===== config.mk =====
export PLATFORM = sky130hd
export DESIGN_NAME = eth_ipv4_l4_header_parser_core
export DESIGN_NICKNAME = d
export VERILOG_FILES = /design/src/hw/rtl/eph_pkg.sv /design/src/hw/rtl/eth_ipv4_l4_header_parser_core.sv
export SDC_FILE = /design/constraint.sdc
export NUM_CORES = 1
export LEC_CHECK = 0
export ABC_AREA = 0
export BUFFER_PORTS_ARGS = -buffer_cell sky130_fd_sc_hd__buf_2
export CORE_AREA = 4 4 169 171
export CTS_BUF_LIST = sky130_fd_sc_hd__clkbuf_4 sky130_fd_sc_hd__clkbuf_8 sky130_fd_sc_hd__clkbuf_16
export DETAILED_ROUTE_END_ITERATION = 6
export DIE_AREA = 0 0 173 175
export GPL_TIMING_DRIVEN = 0
export PLACE_DENSITY = 0.79
export SLEW_MARGIN = 40
export SYNTH_ARGS = -nofsm -noshare
export SYNTH_HDL_FRONTEND = slang
export SYNTH_SLANG_ARGS = --single-unit

===== constraint.sdc =====
create_clock -name clk -period 13.9 [get_ports clk]
set_input_delay 2.085 -clock clk [delete_from_list [all_inputs] [get_ports clk]]
set_output_delay 2.085 -clock clk [all_outputs]
set_load 0.01 [all_outputs]

===== src/hw/rtl/eph_pkg.sv =====
// Package for the Ethernet/IPv4/L4 header parser.
// Holds the status codes, protocol numbers and fixed header offsets.
// No dependencies.
package eph_pkg;

	typedef enum logic [2:0] {
		ST_UDP          = 3'd0,
		ST_TCP          = 3'd1,
		ST_SHORT_ETH    = 3'd2,
		ST_SHORT_IP     = 3'd3,
		ST_SHORT_IPOPTS = 3'd4,
		ST_SHORT_UDP    = 3'd5,
		ST_SHORT_TCP    = 3'd6,
		ST_OTHER        = 3'd7
	} status_t;

	localparam logic [7:0] PROTO_UDP = 8'd17;
	localparam logic [7:0] PROTO_TCP = 8'd6;

	localparam int ETH_BYTES     = 14;
	localparam int IP_MIN_BYTES  = 20;
	localparam int UDP_BYTES     = 8;
	localparam int TCP_MIN_BYTES = 20;

	localparam int IHL_POS      = 14;
	localparam int PROTO_POS    = 23;
	localparam int SRC_IP_FIRST = 26;
	localparam int SRC_IP_LAST  = 29;
	localparam int DST_IP_FIRST = 30;
	localparam int DST_IP_LAST  = 33;
	localparam int TCP_OFF_POS  = 12;

	localparam int TDATA_W = 136;

endpackage


===== src/hw/rtl/eth_ipv4_l4_header_parser_core.sv =====
// Top level of the Ethernet/IPv4/L4 header parser: byte stream in, one
// summary word per frame out. Depends on eph_pkg.
//
// channel   dir  signals                       payload
// s_*       in   s_tvalid s_tready s_tdata     data_byte [7:0], last_byte on s_tlast
// m_*       out  m_tvalid m_tready m_tdata     summary fields, status on m_tuser
// cfg_*     in   cfg_valid cfg_ready cfg_data  strip_hdr
//
// One byte per cycle while no last byte is held; a byte goes through an input register and
// the capture/summary logic, and a frame's summary is then registered in the output register.
// Only the last byte of a frame waits on m_tready; other bytes stall only behind a held last byte.
// Reset clears the byte counter, captured fields and valid flags.
module eth_ipv4_l4_header_parser_core #(
	parameter int MAX_FRAME_BYTES = 16383
) (
	input  logic                          clk,
	input  logic                          arst_n,
	input  logic                          s_tvalid,
	output logic                          s_tready,
	input  logic [7:0]                    s_tdata,   // [7:0] data_byte
	input  logic                          s_tlast,
	output logic                          m_tvalid,
	input  logic                          m_tready,
	// [31:0] src_addr, [63:32] dst_addr, [79:64] sport, [95:80] dport,
	// [111:96] l4_length, [119:112] header_bytes, [133:120] kept_length, [135:134] zero
	output logic [eph_pkg::TDATA_W-1:0]   m_tdata,
	output logic [2:0]                    m_tuser,   // [2:0] status
	input  logic                          cfg_valid,
	output logic                          cfg_ready,
	input  logic                          cfg_data   // [0] strip_hdr
);

	localparam int CW = $clog2(MAX_FRAME_BYTES + 1);
	localparam int XW = CW + 1;

	logic          valid_s1, last_s1;
	logic [7:0]    data_s1;
	logic          strip_q;
	logic [CW-1:0] count_q;
	logic [3:0]    ip_words_q, tcp_words_q;
	logic [7:0]    proto_q;
	logic [31:0]   src_ip_q, dst_ip_q;
	logic [15:0]   sport_q, dport_q, udp_len_q;

	logic          out_valid_q;
	logic [eph_pkg::TDATA_W-1:0] out_data_q;
	logic [2:0]    out_status_q;

	logic          out_free, s1_fire, in_fire, cap_en;
	logic [CW-1:0] pos, l4_pos;
	logic [3:0]    ipw_eff;
	logic [3:0]    ip_words_d, tcp_words_d;
	logic [7:0]    proto_d;
	logic [31:0]   src_ip_d, dst_ip_d;
	logic [15:0]   sport_d, dport_d, udp_len_d;
	logic [CW-1:0] count_inc;

	logic [XW-1:0] len_x, iplen_x, th_x, rem_x;
	eph_pkg::status_t status;
	logic          addrs_ok, parsed;
	logic [7:0]    hdr;
	logic [15:0]   l4len;
	logic [13:0]   kept;

	assign out_free = !out_valid_q || m_tready;
	assign s1_fire  = valid_s1 && (!last_s1 || out_free);
	assign s_tready = !valid_s1 || s1_fire;
	assign in_fire  = s_tvalid && s_tready;
	assign cfg_ready = 1'b1;

	always_ff @(posedge clk or negedge arst_n) begin
		if (!arst_n) begin
			valid_s1 <= 1'b0;
			last_s1  <= 1'b0;
			data_s1  <= '0;
		end else begin
			if (in_fire) begin
				valid_s1 <= 1'b1;
				last_s1  <= s_tlast;
				data_s1  <= s_tdata;
			end else if (s1_fire) begin
				valid_s1 <= 1'b0;
			end
		end
	end

	always_ff @(posedge clk or negedge arst_n) begin
		if (!arst_n) begin
			strip_q <= 1'b0;
		end else if (cfg_valid && cfg_ready) begin
			strip_q <= cfg_data;
		end
	end

	// capture logic for the byte in stage 1
	assign pos       = count_q;
	assign cap_en    = count_q < CW'(MAX_FRAME_BYTES);
	assign count_inc = cap_en ? count_q + CW'(1) : count_q;
	assign ipw_eff   = (pos == CW'(eph_pkg::IHL_POS)) ? data_s1[3:0] : ip_words_q;
	assign l4_pos    = CW'(eph_pkg::ETH_BYTES) + CW'({ipw_eff, 2'b00});

	always_comb begin
		ip_words_d  = ip_words_q;
		proto_d     = proto_q;
		src_ip_d    = src_ip_q;
		dst_ip_d    = dst_ip_q;
		sport_d     = sport_q;
		dport_d     = dport_q;
		udp_len_d   = udp_len_q;
		tcp_words_d = tcp_words_q;
		if (cap_en) begin
			if (pos == CW'(eph_pkg::IHL_POS))
				ip_words_d = data_s1[3:0];
			if (pos == CW'(eph_pkg::PROTO_POS))
				proto_d = data_s1;
			if (pos >= CW'(eph_pkg::SRC_IP_FIRST) && pos <= CW'(eph_pkg::SRC_IP_LAST))
				src_ip_d = {src_ip_q[23:0], data_s1};
			if (pos >= CW'(eph_pkg::DST_IP_FIRST) && pos <= CW'(eph_pkg::DST_IP_LAST))
				dst_ip_d = {dst_ip_q[23:0], data_s1};
			if (pos == l4_pos || pos == l4_pos + CW'(1))
				sport_d = {sport_q[7:0], data_s1};
			if (pos == l4_pos + CW'(2) || pos == l4_pos + CW'(3))
				dport_d = {dport_q[7:0], data_s1};
			if (pos == l4_pos + CW'(4) || pos == l4_pos + CW'(5))
				udp_len_d = {udp_len_q[7:0], data_s1};
			if (pos == l4_pos + CW'(eph_pkg::TCP_OFF_POS))
				tcp_words_d = data_s1[7:4];
		end
	end

	always_ff @(posedge clk or negedge arst_n) begin
		if (!arst_n) begin
			count_q     <= '0;
			ip_words_q  <= '0;
			proto_q     <= '0;
			src_ip_q    <= '0;
			dst_ip_q    <= '0;
			sport_q     <= '0;
			dport_q     <= '0;
			udp_len_q   <= '0;
			tcp_words_q <= '0;
		end else if (s1_fire) begin
			count_q     <= last_s1 ? '0 : count_inc;
			ip_words_q  <= ip_words_d;
			proto_q     <= proto_d;
			src_ip_q    <= src_ip_d;
			dst_ip_q    <= dst_ip_d;
			sport_q     <= sport_d;
			dport_q     <= dport_d;
			udp_len_q   <= udp_len_d;
			tcp_words_q <= tcp_words_d;
		end
	end

	// frame summary from the updated captures
	assign len_x   = XW'(count_inc);
	assign iplen_x = XW'({ip_words_d, 2'b00});
	assign th_x    = XW'({tcp_words_d, 2'b00});
	assign rem_x   = len_x - XW'(eph_pkg::ETH_BYTES) - iplen_x;

	always_comb begin
		status   = eph_pkg::ST_OTHER;
		addrs_ok = 1'b1;
		hdr      = '0;
		l4len    = '0;
		priority if (len_x < XW'(eph_pkg::ETH_BYTES)) begin
			status   = eph_pkg::ST_SHORT_ETH;
			addrs_ok = 1'b0;
		end else if (len_x < XW'(eph_pkg::ETH_BYTES + eph_pkg::IP_MIN_BYTES)) begin
			status   = eph_pkg::ST_SHORT_IP;
			addrs_ok = 1'b0;
		end else if (len_x < XW'(eph_pkg::ETH_BYTES) + iplen_x) begin
			status = eph_pkg::ST_SHORT_IPOPTS;
		end else if (proto_d == eph_pkg::PROTO_UDP) begin
			if (rem_x < XW'(eph_pkg::UDP_BYTES)) begin
				status = eph_pkg::ST_SHORT_UDP;
			end else begin
				status = eph_pkg::ST_UDP;
				l4len  = udp_len_d;
				hdr    = 8'(eph_pkg::ETH_BYTES + eph_pkg::UDP_BYTES) + {2'b00, ip_words_d, 2'b00};
			end
		end else if (proto_d == eph_pkg::PROTO_TCP) begin
			if (rem_x < XW'(eph_pkg::TCP_MIN_BYTES)) begin
				status = eph_pkg::ST_SHORT_TCP;
			end else begin
				status = eph_pkg::ST_TCP;
				l4len  = (rem_x > th_x) ? 16'(rem_x - th_x) : 16'd0;
				hdr    = 8'(eph_pkg::ETH_BYTES) + {2'b00, ip_words_d, 2'b00}
					+ {2'b00, tcp_words_d, 2'b00};
			end
		end else begin
			status = eph_pkg::ST_OTHER;
		end
	end

	assign parsed = (status == eph_pkg::ST_UDP) || (status == eph_pkg::ST_TCP);
	assign kept   = (strip_q && parsed) ? {6'd0, hdr} : 14'(count_inc);

	always_ff @(posedge clk or negedge arst_n) begin
		if (!arst_n) begin
			out_valid_q <= 1'b0;
		end else if (s1_fire && last_s1) begin
			out_valid_q <= 1'b1;
		end else if (m_tready) begin
			out_valid_q <= 1'b0;
		end
	end

	always_ff @(posedge clk) begin
		if (s1_fire && last_s1) begin
			out_status_q <= status;
			out_data_q   <= {2'b00, kept, hdr, l4len,
				parsed ? dport_d : 16'd0,
				parsed ? sport_d : 16'd0,
				addrs_ok ? dst_ip_d : 32'd0,
				addrs_ok ? src_ip_d : 32'd0};
		end
	end

	assign m_tvalid = out_valid_q;
	assign m_tdata  = out_data_q;
	assign m_tuser  = out_status_q;

endmodule

# Word-level counts from Yosys, hierarchy flattened
# Index checks and enable logic that the tools add are counted.
# word_totals
regBits	291
latchBits	0
ramBits	0
romBits	0
input_bits	15
word_cells	122
memories	0
# classes
add_sub_neg	15
mul	0
n_div	0
n_lt_le_gt_ge	11
eq_ne	12
shifts	0
mux	44
n_bitwise	0
n_reduce_logical	20
# op_table
operator	n
$mux 16	11
$mux 32	4
$eq 14x8->1	6
$mux 8	9
$ge 14x5->1 const B	2
$mux 14	2
$add 4x6->7 const A	3
$mux 3	7
$add 7x2->8 const B	2
$add 7x3->8 const B	2
$mux 4	4
$sub 15x6->16	1
$gt 15x6->1	1
$lt 15x4->1 const B	1
$lt 15x5->1 const B	1
$sub 14x4->15 const B	1
$sub 15x6->15	1
$add 14x1->14 const B	1
$eq 14x4->1 const B	1
$eq 14x5->1 const B	1
$eq 14x7->1	1
$le 14x5->1 const B	1
$le 14x6->1 const B	1
$lt 14x14->1 const B	1
other kinds (18)	37

# Logic depth before layout (Yosys ltp)
# depth
word_depth	15
ltp_mapped	30
ltp_nobuf	26

# Least setup slack after synthesis
# OpenSTA, ideal clock, no wires.
# synth_path
kind	input port to flip-flop
start	input port m_tready
end	register out_valid_q, in the netlist m_tvalid
setup_time_ns	0.101
arrival_time_ns	8.783
setup_slack_ns	5.016
stages	6
path_cell_list	nor2b_1 nand2_1 nand2_1 clkbuf_1 nor2_1 or2_2
# synth_between
elab_chain_len	5
# synth_lines
item	line_no	text
from (decl)	eth_ipv4_l4_header_parser_core.sv:23	input logic m_tready,
$logic_or 1x1->1	eth_ipv4_l4_header_parser_core.sv:65	assign out_free = !out_valid_q || m_tready;
$logic_or 1x1->1	eth_ipv4_l4_header_parser_core.sv:66	assign s1_fire = valid_s1 && (!last_s1 || out_free);
$logic_and 1x1->1	eth_ipv4_l4_header_parser_core.sv:66	
$logic_and 1x1->1	eth_ipv4_l4_header_parser_core.sv:202	end else if (s1_fire && last_s1) begin
$mux 1 / $reduce_bool 2->1 (equally long branches)	n/a	
to (signal assigned)	eth_ipv4_l4_header_parser_core.sv:201	out_valid_q <= 1'b0;
to (signal assigned)	eth_ipv4_l4_header_parser_core.sv:203	out_valid_q <= 1'b1;
to (signal assigned)	eth_ipv4_l4_header_parser_core.sv:205	out_valid_q <= 1'b0;
to (decl)	eth_ipv4_l4_header_parser_core.sv:45	logic out_valid_q;
# Parallel ways exist; a longest one is shown, timed or not.
# A chain may end at the register's enable or synchronous reset.

# Worst setup path after layout
# layout_path
start	register count_q[0]
end	register out_data_q (netlist bit m_tdata[98]) (data pin)
# layout_between
elab_chain_len	12
# layout_lines
item	line_no	text
from (decl)	eth_ipv4_l4_header_parser_core.sv:39	logic [CW-1:0] count_q;
from (signal assigned)	eth_ipv4_l4_header_parser_core.sv:143	count_q <= last_s1 ? '0 : count_inc;
$eq 14x4->1	eth_ipv4_l4_header_parser_core.sv:99	assign ipw_eff = (pos == CW'(eph_pkg::IHL_POS)) ? data_s1[3:0] : ip_words_q;
$mux 4	eth_ipv4_l4_header_parser_core.sv:99	
$add 4x6->7	eth_ipv4_l4_header_parser_core.sv:100	assign l4_pos = CW'(eph_pkg::ETH_BYTES) + CW'({ipw_eff, 2'b00});
$add 7x4->8	eth_ipv4_l4_header_parser_core.sv:126	if (pos == l4_pos + CW'(eph_pkg::TCP_OFF_POS))
$eq 14x8->1	eth_ipv4_l4_header_parser_core.sv:126	
$mux 4	eth_ipv4_l4_header_parser_core.sv:126	
$mux 4 (*)	eth_ipv4_l4_header_parser_core.sv:111	if (cap_en) begin
net tcp_words_d[0]	eth_ipv4_l4_header_parser_core.sv:52	logic [3:0] ip_words_d, tcp_words_d;
$sub 15x6->16 / $gt 15x6->1 (equally long branches)	eth_ipv4_l4_header_parser_core.sv:187	l4len = (rem_x > th_x) ? 16'(rem_x - th_x) : 16'd0;
$mux 16 (*)	eth_ipv4_l4_header_parser_core.sv:187	
$mux 16 (*)	eth_ipv4_l4_header_parser_core.sv:183	if (rem_x < XW'(eph_pkg::TCP_MIN_BYTES)) begin
$mux 16 (*)	eth_ipv4_l4_header_parser_core.sv:182	end else if (proto_d == eph_pkg::PROTO_TCP) begin
$mux 16 (*)	eth_ipv4_l4_header_parser_core.sv:174	end else if (proto_d == eph_pkg::PROTO_UDP) begin
to (signal assigned)	eth_ipv4_l4_header_parser_core.sv:212	out_data_q <= {2'b00, kept, hdr, l4len,
to (decl)	eth_ipv4_l4_header_parser_core.sv:46	logic [eph_pkg::TDATA_W-1:0] out_data_q;
# The timed path passes the listed nets; every way through them passes the cells marked *.

==> results by group <==
Timing
  – Final hold vios: 0
  – Slew of the pin with the lowest slew margin: 846 ps
  – Max Slew Vio Count: 0
  – Fmax: 135 MHz
  – Final worst path period share: 0.532
  – Post-Route Setup TNS: 0 ps
  – Slew HR: 0.430
  – Final setup vio count: 0
  – Final Skew: 15.4 ps
  – Unrepaired setup endpoints after global routing: no
  – Minimum clock period: 7400 ps

Critical path
  – Worst Setup End Kind: flip-flop
  – Arr. time, crit path: 7690 ps
  – Startpoint Class: flip-flop
  – Worst path slowest cell: dfrtp_1
  – Worst path max stage delay: 460 ps
  – Most frequent cell on the critical path: inv_1
  – Worst path required time: 14200 ps
  – Critical-path maximum fanout: 10
  – Crit Path Class: reg2reg

Yosys
  – Netlist cell types: 87
  – Cells after Synth: 1283
  – Yosys reg bits: 290
  – Seq/Total Area, Yosys: 0.537
  – Asr flop ratio synth: 0.531
  – EDFF count, synth: 136
  – Ys Warns: 0
  – Synth Flop Type: dfrtp_1
  – Mapped Area: 0.0148 mm^2
  – Avg Cell Area, Syn: 11.5 um^2

Clock tree
  – # Post-CTS Setup Buffers: 0
  – CTS Buffer Depth: 3
  – Total CTS buffers: 29
  – CTS tree: built
  – Hold buffers post-CTS: 0
  – Root buffer cell: clkbuf_16
  – Clk sinks: 290
  – Htree depth: 1
  – Clk_lat worst skew: 560 ps
  – CTS resizes: 0
  – Reg clk slew, reported paths: 60 ps

Layout
  – Finished Cell Area: 0.0172 mm^2
  – Layout cells sized above 1: 0.262
  – Multi-input gate area: 0.00638 mm^2
  – Seq. cell area: 0.00794 mm^2
  – Nets: 1526
  – Fillers: 2056
  – Area growth syn-to-layout: 16.3%

Drt
  – Drt wl/cell: 20.2 um
  – DR pass1 iterations: 6
  – Via count: 10816
  – Vias/cell: 5.87
  – Drt total wl: 37.3 mm
  – Initial drt markers: 868
  – DR DRC count: 0
  – Post-route ant nets: 0

Floorplanning
  – Full die area: 0.0303 mm^2
  – Starting Density: 0.550
  – Core footprint: 0.0269 mm^2
  – Io pins: 157
  – Rows: 60
  – DIE HEIGHT: 175 um
  – Die Wd: 173 um

Pwr
  – Power per cell area: 121 mW/mm^2
  – Worst vdd ir: 0.000114 V
  – Leak: 7.45 nW

Run
  – Max cap viols: 0

Global routing
  – Vias in the first global route: 10569
  – Total GRT Usage: 0.238
  – Total gr overflow: 0
  – Antenna violations before repair: 2
  – First-pass GRT wire length: 58.5 mm
  – Pin count of the biggest net entering global routing: 73

Place
  – Post-detail-place hpwl: 26.6 mm
  – Port bufs: 152
  – Placer Congestion: 0.952
  – Placed inst area: 0.0161 mm^2

Status
  – Status: finished, final reports clean

Min path
  – Hold Path Class: reg2reg
-- area by class of cell --
type / instances / share of cell area
diodes: 2 / 0.000291
flip-flops and latches: 290 / 0.462
multi-input cells: 886 / 0.372
clock buffers: 40 / 0.0503
inverters: 34 / 0.00743
plain buffers: 75 / 0.0208
clock inverters: 14 / 0.00940
repair buffers: 160 / 0.0533
well taps: 341 / 0.0248
-- power by group --
part	internal, W	switching [W]	leakage, nW	total (W)
combinational	0.0000955	0.000166	3.51	0.000262
clock	0.000491	0.000337	0.510	0.000828
sequential	0.000952	0.0000356	3.43	0.000988
-- metal layers --
metal,vias to the layer above,GRT usage,share of wire
li1,5018,-,-
met1,5332,0.335,0.44
met2,399,0.388,0.47
met3,67,0.0435,0.069
met4,0,0.0579,0.022
met5,-,0,0
-- cell usage in the layout (no fill, tap or decap), types with 8 or more instances in the layout --
cell / n
a21o_1: 8
a21oi_1: 52
a31oi_1: 11
buf_2: 159
buf_4: 9
clkbuf_1: 46
clkbuf_16: 30
dfrtp_1: 154
edfxtp_1: 136
ha_1: 33
inv_1: 32
mux2_2: 122
mux2i_1: 99
nand2_1: 134
nand3_1: 17
nand4_1: 9
nor2_1: 130
nor3_1: 14
nor4_1: 8
o21ai_0: 47
or3_1: 9
xnor2_1: 28
xor2_1: 9
-- synth_stat cells (9+ instances only) --
master	number	area share
dfrtp_1	154	0.26
a31oi_1	11	0.0047
ha_1	33	0.028
nor3_1	14	0.0047
nor2_1	131	0.033
nand3_1	17	0.0058
a21oi_1	52	0.018
clkbuf_1	47	0.012
o21ai_0	47	0.016
edfxtp_1	136	0.28
nand4_1	9	0.0038
mux2i_1	99	0.067
xnor2_1	28	0.017
nand2_1	134	0.034
mux2_2	122	0.093
buf_4	9	0.0046
inv_1	32	0.0081
xor2_1	9	0.0053
or3_1	9	0.0038
-- final timing paths --
check	from	depth (start not counted)	slack, ps	end
setup / recovery	count_q[0]$_DFFE_PN0P_	28	6500	m_tdata[98]$_SDFFCE_PP0P_
hold / removal	tcp_words_q[1]$_DFFE_PN0P_	2	490	tcp_words_q[1]$_DFFE_PN0P_
setup reg to reg	count_q[0]$_DFFE_PN0P_	28	6500	m_tdata[98]$_SDFFCE_PP0P_
hold reg to reg	tcp_words_q[1]$_DFFE_PN0P_	2	490	tcp_words_q[1]$_DFFE_PN0P_
max in group asynchronous	arst_n	3	11560	udp_len_q[4]$_DFFE_PN0P_
min in group asynchronous	arst_n	1	1370	dst_ip_q[1]$_DFFE_PN0P_
-- stage by stage --
step | cells | total power (W) | worst slack, ps | hold slack [ps] | utilization
after detailed placement | 1786 | 0.00126 | 6730 | 473 | 0.601
after global routing | 1842 | 0.00216 | 6100 | 523 | 0.639
after CTS | 1840 | 0.00208 | 6660 | 486 | 0.639
after global placement | 1778 | 0.00125 | 2310 | 464 | 0.594
final | 1842 | 0.00208 | 6500 | 488 | 0.639
after floorplan | 1285 | 0.00116 | 5020 | 450 | -
-- registers in the layout, indices dropped and copies added, names as in the netlist --
name,cells
src_ip_q,32
m_tuser,3
last_s1,1
m_tvalid,1
count_q,14
ip_words_q,4
udp_len_q,16
valid_s1,1
data_s1,8
dport_q,16
dst_ip_q,32
proto_q,8
tcp_words_q,4
m_tdata,133
strip_q,1
sport_q,16
-- worst max-delay path: cells and delay by family (launching register included) --
kind                       cells  cell delay, ps
AOI/OAI and AO/OA              8            1840
buffers and inverters          8            1790
adders and majority gates      4            1070
and+or+nand+nor                5             950
muxes                          2             610
DFF                            1             460
xor gates and xnor gates       1             400
-- kinds of logic after synthesis --
family,after synthesis,share of synthesized area
flops,290,0.537
fa+ha+maj,35,0.0307
simple gates,391,0.126
compound gates,196,0.0893
xor+xnor,37,0.0219
mux,223,0.162
buf+inv,109,0.0328
other cells,2,0.000508
(Power assumes the default switching activity.)
